===== src/lsc_pkg.sv =====
`default_nettype none
// ---------------------------------------------------------------------------
// lsc_pkg
// Shared types, key masks, register indexes and the light phase table for
// the light sequence controller.
// ---------------------------------------------------------------------------
package lsc_pkg;

  localparam logic [15:0] START_KEY_MASK = 16'h8000;
  localparam logic [15:0] STOP_KEY_MASK  = 16'h0008;

  localparam logic [3:0] LAST_PHASE   = 4'd13;
  localparam logic [3:0] LONG_PHASE_A = 4'd6;
  localparam logic [3:0] LONG_PHASE_B = 4'd7;

  localparam logic [15:0] SHORT_TICKS_RESET = 16'd153;
  localparam logic [15:0] LONG_TICKS_RESET  = 16'd3003;

  // configuration register indexes
  localparam logic [1:0] CFG_SHORT_TICKS = 2'd0;
  localparam logic [1:0] CFG_LONG_TICKS  = 2'd1;

  typedef struct packed {
    logic start;
    logic stop;
  } keys_t;

  typedef struct packed {
    logic [14:0] port_a_drive;
    logic [2:0]  port_b_drive;
    logic        is_running;
    logic [3:0]  phase_now;
  } result_t;

  function automatic logic [14:0] drive_a(input logic [3:0] phase);
    logic [14:0] value;
    case (phase)
      4'd0, 4'd2, 4'd4:          value = 15'h6000;
      4'd1, 4'd3, 4'd5:          value = 15'h2000;
      4'd6:                      value = 15'h5000;
      4'd7:                      value = 15'h1000;
      4'd8, 4'd10, 4'd12:        value = 15'h2000;
      default:                   value = 15'h0000;
    endcase
    return value;
  endfunction

  function automatic logic [2:0] drive_b(input logic [3:0] phase);
    logic [2:0] value;
    case (phase)
      4'd0, 4'd2, 4'd4:                           value = 3'd4;
      4'd7:                                       value = 3'd1;
      4'd8, 4'd9, 4'd10, 4'd11, 4'd12, 4'd13:     value = 3'd2;
      default:                                    value = 3'd0;
    endcase
    return value;
  endfunction

endpackage
`default_nettype wire


===== src/lsc_key_filter.sv =====
`default_nettype none
// ---------------------------------------------------------------------------
// lsc_key_filter
// Debounce check: a key is pressed when both samples of its port agree and
// the key bit is set.
// ---------------------------------------------------------------------------
module lsc_key_filter (
  input  wire logic [15:0]   port_a_first,
  input  wire logic [15:0]   port_a_second,
  input  wire logic [15:0]   port_b_first,
  input  wire logic [15:0]   port_b_second,
  output lsc_pkg::keys_t     keys
);

  assign keys.start = (port_a_first == port_a_second) &&
                      ((port_a_first & lsc_pkg::START_KEY_MASK) != 16'h0000);
  assign keys.stop  = (port_b_first == port_b_second) &&
                      ((port_b_first & lsc_pkg::STOP_KEY_MASK) != 16'h0000);

endmodule
`default_nettype wire


===== src/lsc_sequencer.sv =====
`default_nettype none
// ---------------------------------------------------------------------------
// lsc_sequencer
// Phase state, tick counter and phase length registers; produces one
// result per step from the registered keys.
// ---------------------------------------------------------------------------
module lsc_sequencer (
  input  wire logic            clk,
  input  wire logic            rst,
  input  wire logic            cfg_write,
  input  wire logic [1:0]      cfg_index,
  input  wire logic [15:0]     cfg_data,
  input  wire logic            step,
  input  wire lsc_pkg::keys_t  keys,
  output lsc_pkg::result_t     result
);

  logic [15:0] short_ticks;
  logic [15:0] long_ticks;
  logic        running;
  logic [3:0]  phase;
  logic [15:0] ticks;

  logic        running_next;
  logic [3:0]  phase_next;
  logic [15:0] ticks_next;
  logic [16:0] ticks_inc;
  logic [15:0] phase_len;
  logic        phase_done;

  always_ff @(posedge clk) begin
    if (rst) begin
      short_ticks <= lsc_pkg::SHORT_TICKS_RESET;
      long_ticks  <= lsc_pkg::LONG_TICKS_RESET;
    end else if (cfg_write) begin
      unique case (cfg_index)
        lsc_pkg::CFG_SHORT_TICKS: short_ticks <= cfg_data;
        lsc_pkg::CFG_LONG_TICKS:  long_ticks  <= cfg_data;
        default: ;
      endcase
    end
  end

  // a zero length behaves as one since the incremented count is never below it
  assign phase_len  = ((phase == lsc_pkg::LONG_PHASE_A) || (phase == lsc_pkg::LONG_PHASE_B))
                      ? long_ticks : short_ticks;
  assign ticks_inc  = {1'b0, ticks} + 17'd1;
  assign phase_done = ticks_inc >= {1'b0, phase_len};

  always_comb begin
    running_next = running;
    phase_next   = phase;
    ticks_next   = ticks;
    result       = '0;
    if (!running) begin
      if (keys.start) begin
        running_next        = 1'b1;
        phase_next          = 4'd0;
        ticks_next          = 16'd0;
        result.port_a_drive = lsc_pkg::drive_a(4'd0);
        result.port_b_drive = lsc_pkg::drive_b(4'd0);
        result.is_running   = 1'b1;
        result.phase_now    = 4'd0;
      end
    end else if (keys.stop) begin
      running_next = 1'b0;
      phase_next   = 4'd0;
      ticks_next   = 16'd0;
    end else begin
      result.port_a_drive = lsc_pkg::drive_a(phase);
      result.port_b_drive = lsc_pkg::drive_b(phase);
      result.is_running   = 1'b1;
      result.phase_now    = phase;
      if (phase_done) begin
        ticks_next = 16'd0;
        phase_next = (phase == lsc_pkg::LAST_PHASE) ? 4'd0 : phase + 4'd1;
      end else begin
        ticks_next = ticks_inc[15:0];
      end
    end
  end

  always_ff @(posedge clk) begin
    if (rst) begin
      running <= 1'b0;
      phase   <= 4'd0;
      ticks   <= 16'd0;
    end else if (step) begin
      running <= running_next;
      phase   <= phase_next;
      ticks   <= ticks_next;
    end
  end

endmodule
`default_nettype wire


===== src/lsc_out_reg.sv =====
`default_nettype none
// ---------------------------------------------------------------------------
// lsc_out_reg
// Result register: holds one word until the downstream side takes it.
// ---------------------------------------------------------------------------
module lsc_out_reg (
  input  wire logic             clk,
  input  wire logic             rst,
  input  wire logic             load,
  input  wire lsc_pkg::result_t result_in,
  input  wire logic             take,
  output logic                  valid,
  output lsc_pkg::result_t      result_out
);

  always_ff @(posedge clk) begin
    if (rst) begin
      valid <= 1'b0;
    end else if (load) begin
      valid <= 1'b1;
    end else if (take) begin
      valid <= 1'b0;
    end
  end

  always_ff @(posedge clk) begin
    if (load) begin
      result_out <= result_in;
    end
  end

endmodule
`default_nettype wire


===== src/light_sequence_controller.sv =====
`default_nettype none
// path: a word waits in the input register, then its result moves to the result register
// throughput: one word per cycle unless stalled, set by the input to result register pass
// the phase counter and tick counter update in the same pass, so items never wait on state
// reset: idle, phase 0, short length 153 and long length 3003 ticks
// no clearing pass; the block takes words from the first cycle after reset
// ---------------------------------------------------------------------------
// light_sequence_controller
// Scan-tick light sequencer: debounced start and stop keys drive a repeating
// 14-phase light pattern on two ports.
// ---------------------------------------------------------------------------
module light_sequence_controller (
  input  wire logic        clk,
  input  wire logic        rst,
  input  wire logic        cfg_write,
  input  wire logic [1:0]  cfg_index,
  input  wire logic [15:0] cfg_data,
  input  wire logic        item_valid,
  output logic             item_stall,
  input  wire logic [15:0] port_a_first,
  input  wire logic [15:0] port_a_second,
  input  wire logic [15:0] port_b_first,
  input  wire logic [15:0] port_b_second,
  output logic             result_valid,
  input  wire logic        result_stall,
  output logic [14:0]      port_a_drive,
  output logic [2:0]       port_b_drive,
  output logic             is_running,
  output logic [3:0]       phase_now
);

  lsc_pkg::keys_t   keys;
  lsc_pkg::keys_t   keys_reg;
  logic             keys_valid;
  logic             advance;
  lsc_pkg::result_t step_result;
  lsc_pkg::result_t out_result;

  lsc_key_filter u_key_filter (
    .port_a_first  (port_a_first),
    .port_a_second (port_a_second),
    .port_b_first  (port_b_first),
    .port_b_second (port_b_second),
    .keys          (keys)
  );

  // input stage moves on whenever the result register is free or being taken
  assign advance    = keys_valid && (!result_valid || !result_stall);
  assign item_stall = keys_valid && result_valid && result_stall;

  always_ff @(posedge clk) begin
    if (rst) begin
      keys_valid <= 1'b0;
    end else if (item_valid && !item_stall) begin
      keys_valid <= 1'b1;
    end else if (advance) begin
      keys_valid <= 1'b0;
    end
  end

  always_ff @(posedge clk) begin
    if (item_valid && !item_stall) begin
      keys_reg <= keys;
    end
  end

  lsc_sequencer u_sequencer (
    .clk       (clk),
    .rst       (rst),
    .cfg_write (cfg_write),
    .cfg_index (cfg_index),
    .cfg_data  (cfg_data),
    .step      (advance),
    .keys      (keys_reg),
    .result    (step_result)
  );

  lsc_out_reg u_out_reg (
    .clk        (clk),
    .rst        (rst),
    .load       (advance),
    .result_in  (step_result),
    .take       (!result_stall),
    .valid      (result_valid),
    .result_out (out_result)
  );

  assign port_a_drive = out_result.port_a_drive;
  assign port_b_drive = out_result.port_b_drive;
  assign is_running   = out_result.is_running;
  assign phase_now    = out_result.phase_now;

  a_phase_range: assert property (@(posedge clk) disable iff (rst)
    result_valid |-> (phase_now <= lsc_pkg::LAST_PHASE))
    else $error("phase index out of range");

  a_idle_dark: assert property (@(posedge clk) disable iff (rst)
    (result_valid && !is_running) |->
      (port_a_drive == 15'h0000 && port_b_drive == 3'd0 && phase_now == 4'd0))
    else $error("idle word carries a light pattern");

  a_stall_cause: assert property (@(posedge clk) disable iff (rst)
    item_stall |-> (result_valid && result_stall && keys_valid))
    else $error("input stalled without a blocked result");

  a_step_loads: assert property (@(posedge clk) disable iff (rst)
    advance |=> result_valid)
    else $error("stepped word did not reach the result register");

endmodule
`default_nettype wire


===== config.mk =====
export PLATFORM = sky130hd
export DESIGN_NAME = light_sequence_controller
export DESIGN_NICKNAME = d
export VERILOG_FILES = /design/src/lsc_pkg.sv /design/src/lsc_key_filter.sv /design/src/lsc_sequencer.sv /design/src/lsc_out_reg.sv /design/src/light_sequence_controller.sv
export SDC_FILE = /design/constraint.sdc
export NUM_CORES = 1
export LEC_CHECK = 0
export ABC_CLOCK_PERIOD_IN_PS = 3300
export BUFFER_PORTS_ARGS = -buffer_cell sky130_fd_sc_hd__buf_4
export CORE_MARGIN = 5
export CORE_UTILIZATION = 48
export CTS_CLUSTER_DIAMETER = 200
export CTS_CLUSTER_SIZE = 30
export DETAILED_ROUTE_END_ITERATION = 10
export HOLD_SLACK_MARGIN = 0.12
export PLACE_DENSITY = 0.77
export SLEW_MARGIN = 20
export SYNTH_ARGS = -nofsm -noshare
export SYNTH_HDL_FRONTEND = slang
export SYNTH_SLANG_ARGS = --single-unit
export TNS_END_PERCENT = 5

===== constraint.sdc =====
create_clock -name clk -period 3.3 [get_ports clk]
set_input_delay 0.165 -clock clk [delete_from_list [all_inputs] [get_ports clk]]
set_output_delay 0.165 -clock clk [all_outputs]
set_load 0.05 [all_outputs]

# Yosys cells after proc, flatten, opt, wreduce, memory -nomap -nowiden
# Memories as Yosys holds them, arrays and structs flattened. A register that Yosys moved wholly into a read port is not among the register bits.
# Cells that the tools add are included.
# op_classes
div	0
mul	0
mux	24
bitwise_logic	0
n_eq_ne	8
reduce_logical	18
n_addsub	2
n_shift	0
n_lt_le_gt_ge	1
# ops
op	n
$mux 16	5
$mux 23	3
$mux 4	9
$eq 16x16->1	2
$add 16x1->17 const B	1
$ge 17x16->1	1
$eq 4x3->1 const B	2
$mux 1	7
$logic_and 1x1->1	6
$reduce_and 2->1	3
$add 4x1->4 const B	1
$eq 4x4->1 const B	1
$reduce_bool 2->1	2
$logic_not 1->1	3
$ne 3x3->1 const B	1
$reduce_and 3->1	1
$eq 2x1->1 const B	1
$logic_not 2->1	1
$logic_or 1x1->1	2
$ne 2x1->1 const B	1
# totals
word_cells	68
in_bits	87
mem_count	2
romBits	96
latchBits	0
reg_bits	80
ram_bits	0
# memory_table
memory	depth	word_bits	rd	rd_ports_with_merged_regs	write_ports	line	source
(name not given)	16	3	1	1	0	lsc_pkg.sv:37	case (phase)
(name not given)	16	3	1	1	0	lsc_pkg.sv:50	case (phase)

# Depth between registers and ports, before layout
# logic_depth
word_depth	9
ltp_mapped	15

# Modules after synthesis
# From an unflattened synthesis, not the netlist that was laid out.
# hier_totals
cells_unflattened	479
hier_area_um2	4474.3
# modules_own_cells
mod	n_inst	area_each_um2	cells_each	seq_area_each_um2
lsc_sequencer	1	3275.6	400	1181.1
lsc_out_reg	1	729.4	27	710.7
lsc_key_filter	1	347.8	42	0.0
light_sequence_controller	1	121.4	10	80.1

# Worst setup path before layout
# Ideal clock, no wire load.
# synth_path
path_kind	register to register
start	register u_sequencer.phase[2]
end	register with a tool-made name
setup_ps	132
path_slack_ps	98
stages_incl_launch_ff	15
arrival_time_ps	3070
t_required_ps	3168
path_buffers	3
cell_sequence	dfxtp_1 nand2_1 or2_2 clkbuf_1 buf_2 mux2i_1 ha_1 a21o_1 a221o_1 nand2_1 o21a_2 buf_4 a221oi_1 a211o_1 nor3b_1
# synth_rtl
element	line	source
start, declared	lsc_sequencer.sv:21	logic [3:0] phase;
start signal, assigned	lsc_sequencer.sv:90	phase <= phase_next;

==> flow_metrics.py <==
metrics = {
    "layout": {
        "antenna_cells": 0,
        "layout-drive-gt1-share": 0.332,
        "finish.utilization": 0.667,
        "top_regs": "u_sequencer.long_ticks (16), u_sequencer.short_ticks (16), u_sequencer.ticks (16)",
        "nNetsFinal": 726,
        "nFillCells": 683,
        "final_cells": 735,
        "area_delta_synth_final_pct": 37.2,
    },
    "logic_synthesis": {
        "muxShareOfSynthArea": 0.0461,
        "yosys.area_share.adder": 0.0509,
        "synth_warnings": 0,
        "synth_top_family_by_area": "simple AND/OR/NAND/NOR gates",
        "synthTopCellsByArea": "dfxtp_1, edfxtp_1, nand2_1",
        "synthCells": 475,
        "synth.avg_cell_area_um2": 8.80,
        "synthFlopType": "dfxtp_1",
        "synth_xor_xnor_area_share": 0.0922,
        "synth_compound_area_frac": 0.138,
        "seq_area_frac_synth": 0.386,
        "post-synth-top-area-fraction": 0.292,
        "yosysMostFrequentCell": "nand2_1",
        "synth_edf_count": 13,
        "yosysUniqueCellTypes": 62,
        "post_synth_instance_area_um2": 4180,
        "synth_seq_cells": 74,
        "yosys.area.top_type": "dfxtp_1",
        "yosys-top-cells-count": "nand2_1, dfxtp_1, a21oi_1",
        "yosys.area_share.simple": 0.237,
        "async_flop_share": 0,
    },
    "status": {
        "status": "finished clean",
    },
    "floorplan": {
        "initial_core_util": 0.486,
        "ios": 112,
        "die_area_um2": 10700,
        "fp.dieW_um": 103,
        "rows": 34,
        "core_um2": 8590,
        "die_h_um": 103,
    },
    "power": {
        "pwr-share-seq": 0.502,
        "p_leak_nw": 2.50,
        "power-per-cell-area_nw_per_um2": 331,
        "p_int_w": 0.00136,
        "p_comb_frac": 0.167,
        "p_sw_frac": 0.281,
        "ir_worst_vdd_mv": 0.188,
        "switchingPower_w": 0.000533,
        "p_clk_frac": 0.331,
    },
    "timing": {
        "period_minus_slack_ns": 3.26,
        "fin_ws_ns": 0.0409,
        "drv_slew": 0,
        "relSlewSlack": 0.541,
        "max_freq_mhz": 307,
        "finalHoldViolations": 0,
        "tns_ns": 0,
        "worst_pin_slew_ns": 0.687,
        "grt_setup_unrepaired": "true",
        "skew_ns": 0.0123,
        "setup_viol": 0,
        "finalCritPeriodShare": 0.988,
    },
    "placement": {
        "pre_cts_slack_ns": -0.0341,
        "dpl.cell_count": 686,
        "dp_hpwl_mm": 7.87,
        "place_congestion": 0.910,
        "io_buffers": 99,
    },
    "clock_tree": {
        "cts_made_buffers": 9,
        "cts_tree": "done",
        "cts.clk_slew.worst_paths_ns": 0.09,
        "cts_root_buf": "clkbuf_8",
        "clock_path_buffers": 2,
        "insertion_delay_ns": 0.36,
        "cts_sinks": 74,
        "htreeDepth": 3,
    },
    "worst_hold_path": {
        "hold_start": "port_a_second[15]",
        "worstHoldEndpoint": "keys_reg[1]",
        "holdPathStages": 3,
        "min_path_type": "in2reg",
    },
    "worst_setup_path": {
        "startpoint": "u_sequencer.ticks[8]",
        "reg2reg_depth": 15,
        "r2r_start": "u_sequencer.ticks[8]",
        "critical_path.startpoint_type": "register",
        "r2r_slack_ns": 0.04,
        "crit_path_max_fanout": 5,
        "arrival_ns": 3.54,
        "cp-end-kind": "register",
        "cp.required_ns": 3.58,
        "worstSetupPathType": "reg2reg",
    },
    "grt": {
        "grt_pass1_vias": 3781,
        "grtUsageMet3": 0.0335,
        "antenna_found_initial": 0,
        "grt_usage": 0.207,
        "grt_use_met2": 0.369,
        "grt-busiest-layer": "met2",
        "grt_max_degree": 47,
        "grtUsageMet1": 0.245,
        "grt-ovfl-total": 0,
        "grt_pass1_wl_mm": 17.3,
    },
    "drt": {
        "wl_per_cell_um": 15.3,
        "first_iter_violations": 251,
        "ant_nets": 0,
        "viasPerCell": 5.40,
        "drc": 0,
        "wirelength_mm": 11.2,
        "dr.pass1.iters": 6,
        "num_vias": 3967,
    },
    "job": {
        "cap_violations": 0,
    },
}
-- critical path, cell delays in order (launching register included) --
cell and delay (ns):
dfxtp_4 0.38, nand4_4 0.14, nor3_4 0.23, nand3_2 0.11
buf_4 0.17, nor2_1 0.11, xor2_1 0.25, ha_1 0.18
nand4_1 0.12, nor2_2 0.16, nand4_1 0.15, o21a_4 0.26
buf_4 0.14, a21oi_2 0.18, mux2_2 0.37, a311oi_2 0.22
-- per-stage QoR --
step,hold WS [ns],cell area [µm²],total power [W]
after global placement,0.383,5110,0.00126
after floorplan,0.289,4220,0.00115
after CTS,0.198,5500,0.00189
final,0.195,5730,0.00190
after detailed placement,0.391,5110,0.00127
after global routing,0.214,5730,0.00196
-- cells by family (layout without fill, tap and decap cells) --
family / Yosys count / after routing
AO/OA/AOI/OAI: 86 / 86
XOR/XNOR: 44 / 44
adder cells (fa/ha/maj): 17 / 17
buffers and inverters: 39 / 179
flip-flops: 74 / 74
multiplexers: 19 / 19
other: 1 / 12
AND/OR/NAND/NOR: 195 / 196
-- how the worst max path moves through the flow --
stage | to | slack (ns) | cells after the start
after detailed placement | u_sequencer.ticks[5] | -0.03 | 14
after CTS | u_sequencer.ticks[7] | -0.001 | 15
final | register | 0.04 | 15
after floorplan | register | 0.1 | 14
after global routing | register | -0.12 | 15
after global placement | register | 0.11 | 15
-- placed cells by master (no fill, tap or decap), types with 3 or more instances in the layout --
| cell | instances |
|---|---|
| a21oi_1 | 38 |
| o21ai_0 | 11 |
| a2bb2oi_1 | 3 |
| xor2_1 | 9 |
| nor2b_1 | 4 |
| nand4_1 | 13 |
| dfxtp_2 | 6 |
| o21a_1 | 4 |
| clkinvlp_4 | 3 |
| or2_2 | 3 |
| conb_1 | 12 |
| nand2_1 | 82 |
| clkbuf_8 | 9 |
| and3_2 | 7 |
| and2_1 | 7 |
| nor2_1 | 18 |
| mux2i_1 | 17 |
| edfxtp_1 | 13 |
| dlygate4sd3_1 | 18 |
| dfxtp_1 | 52 |
| dfxtp_4 | 3 |
| or3_1 | 8 |
| ha_1 | 16 |
| xnor2_1 | 35 |
| a21o_1 | 6 |
| nand3_1 | 23 |
| inv_1 | 5 |
| nand3_4 | 3 |
| buf_4 | 140 |
-- power groups by stage --
stage	sequential, W	clock [W]	combinational [W]
2_1_floorplan	0.000995	0	0.000154
5_1_grt	0.000955	0.000669	0.000341
3_3_place_gp	0.000974	0	0.000283
4_1_cts	0.000955	0.000629	0.000309
6_report	0.000952	0.000627	0.000317
3_5_place_dp	0.000976	0	0.000290
-- final cells by class --
cell class	count	area, µm²	area share
clock inverters	6	43.8	0.00764
multi-input cells	374	2540	0.444
well taps	108	135	0.0236
clock buffers	10	128	0.0223
flip-flops and latches	74	1630	0.284
inverters	5	18.8	0.00327
repair buffers	158	1230	0.215
-- metal layers --
metal  part of all wire  wire length, µm
met1               0.40             4520
met2               0.52             5820
met3              0.054              609
met4              0.025              279
met5                  0                0
-- repair_timing --
| item | CTS | global route |
|---|---|---|
| setup buffers | 0 | 15 |
| hold endpoints to repair | 34 | 0 |
| gates resized for setup | 6 | 30 |
| pin swaps | 1 | 24 |
| gates cloned | 0 | 1 |
| endpoints found under the setup margin | 12 | 25 |
| hold buffers | 18 | 0 |
Power figures use the tool's default switching activity.
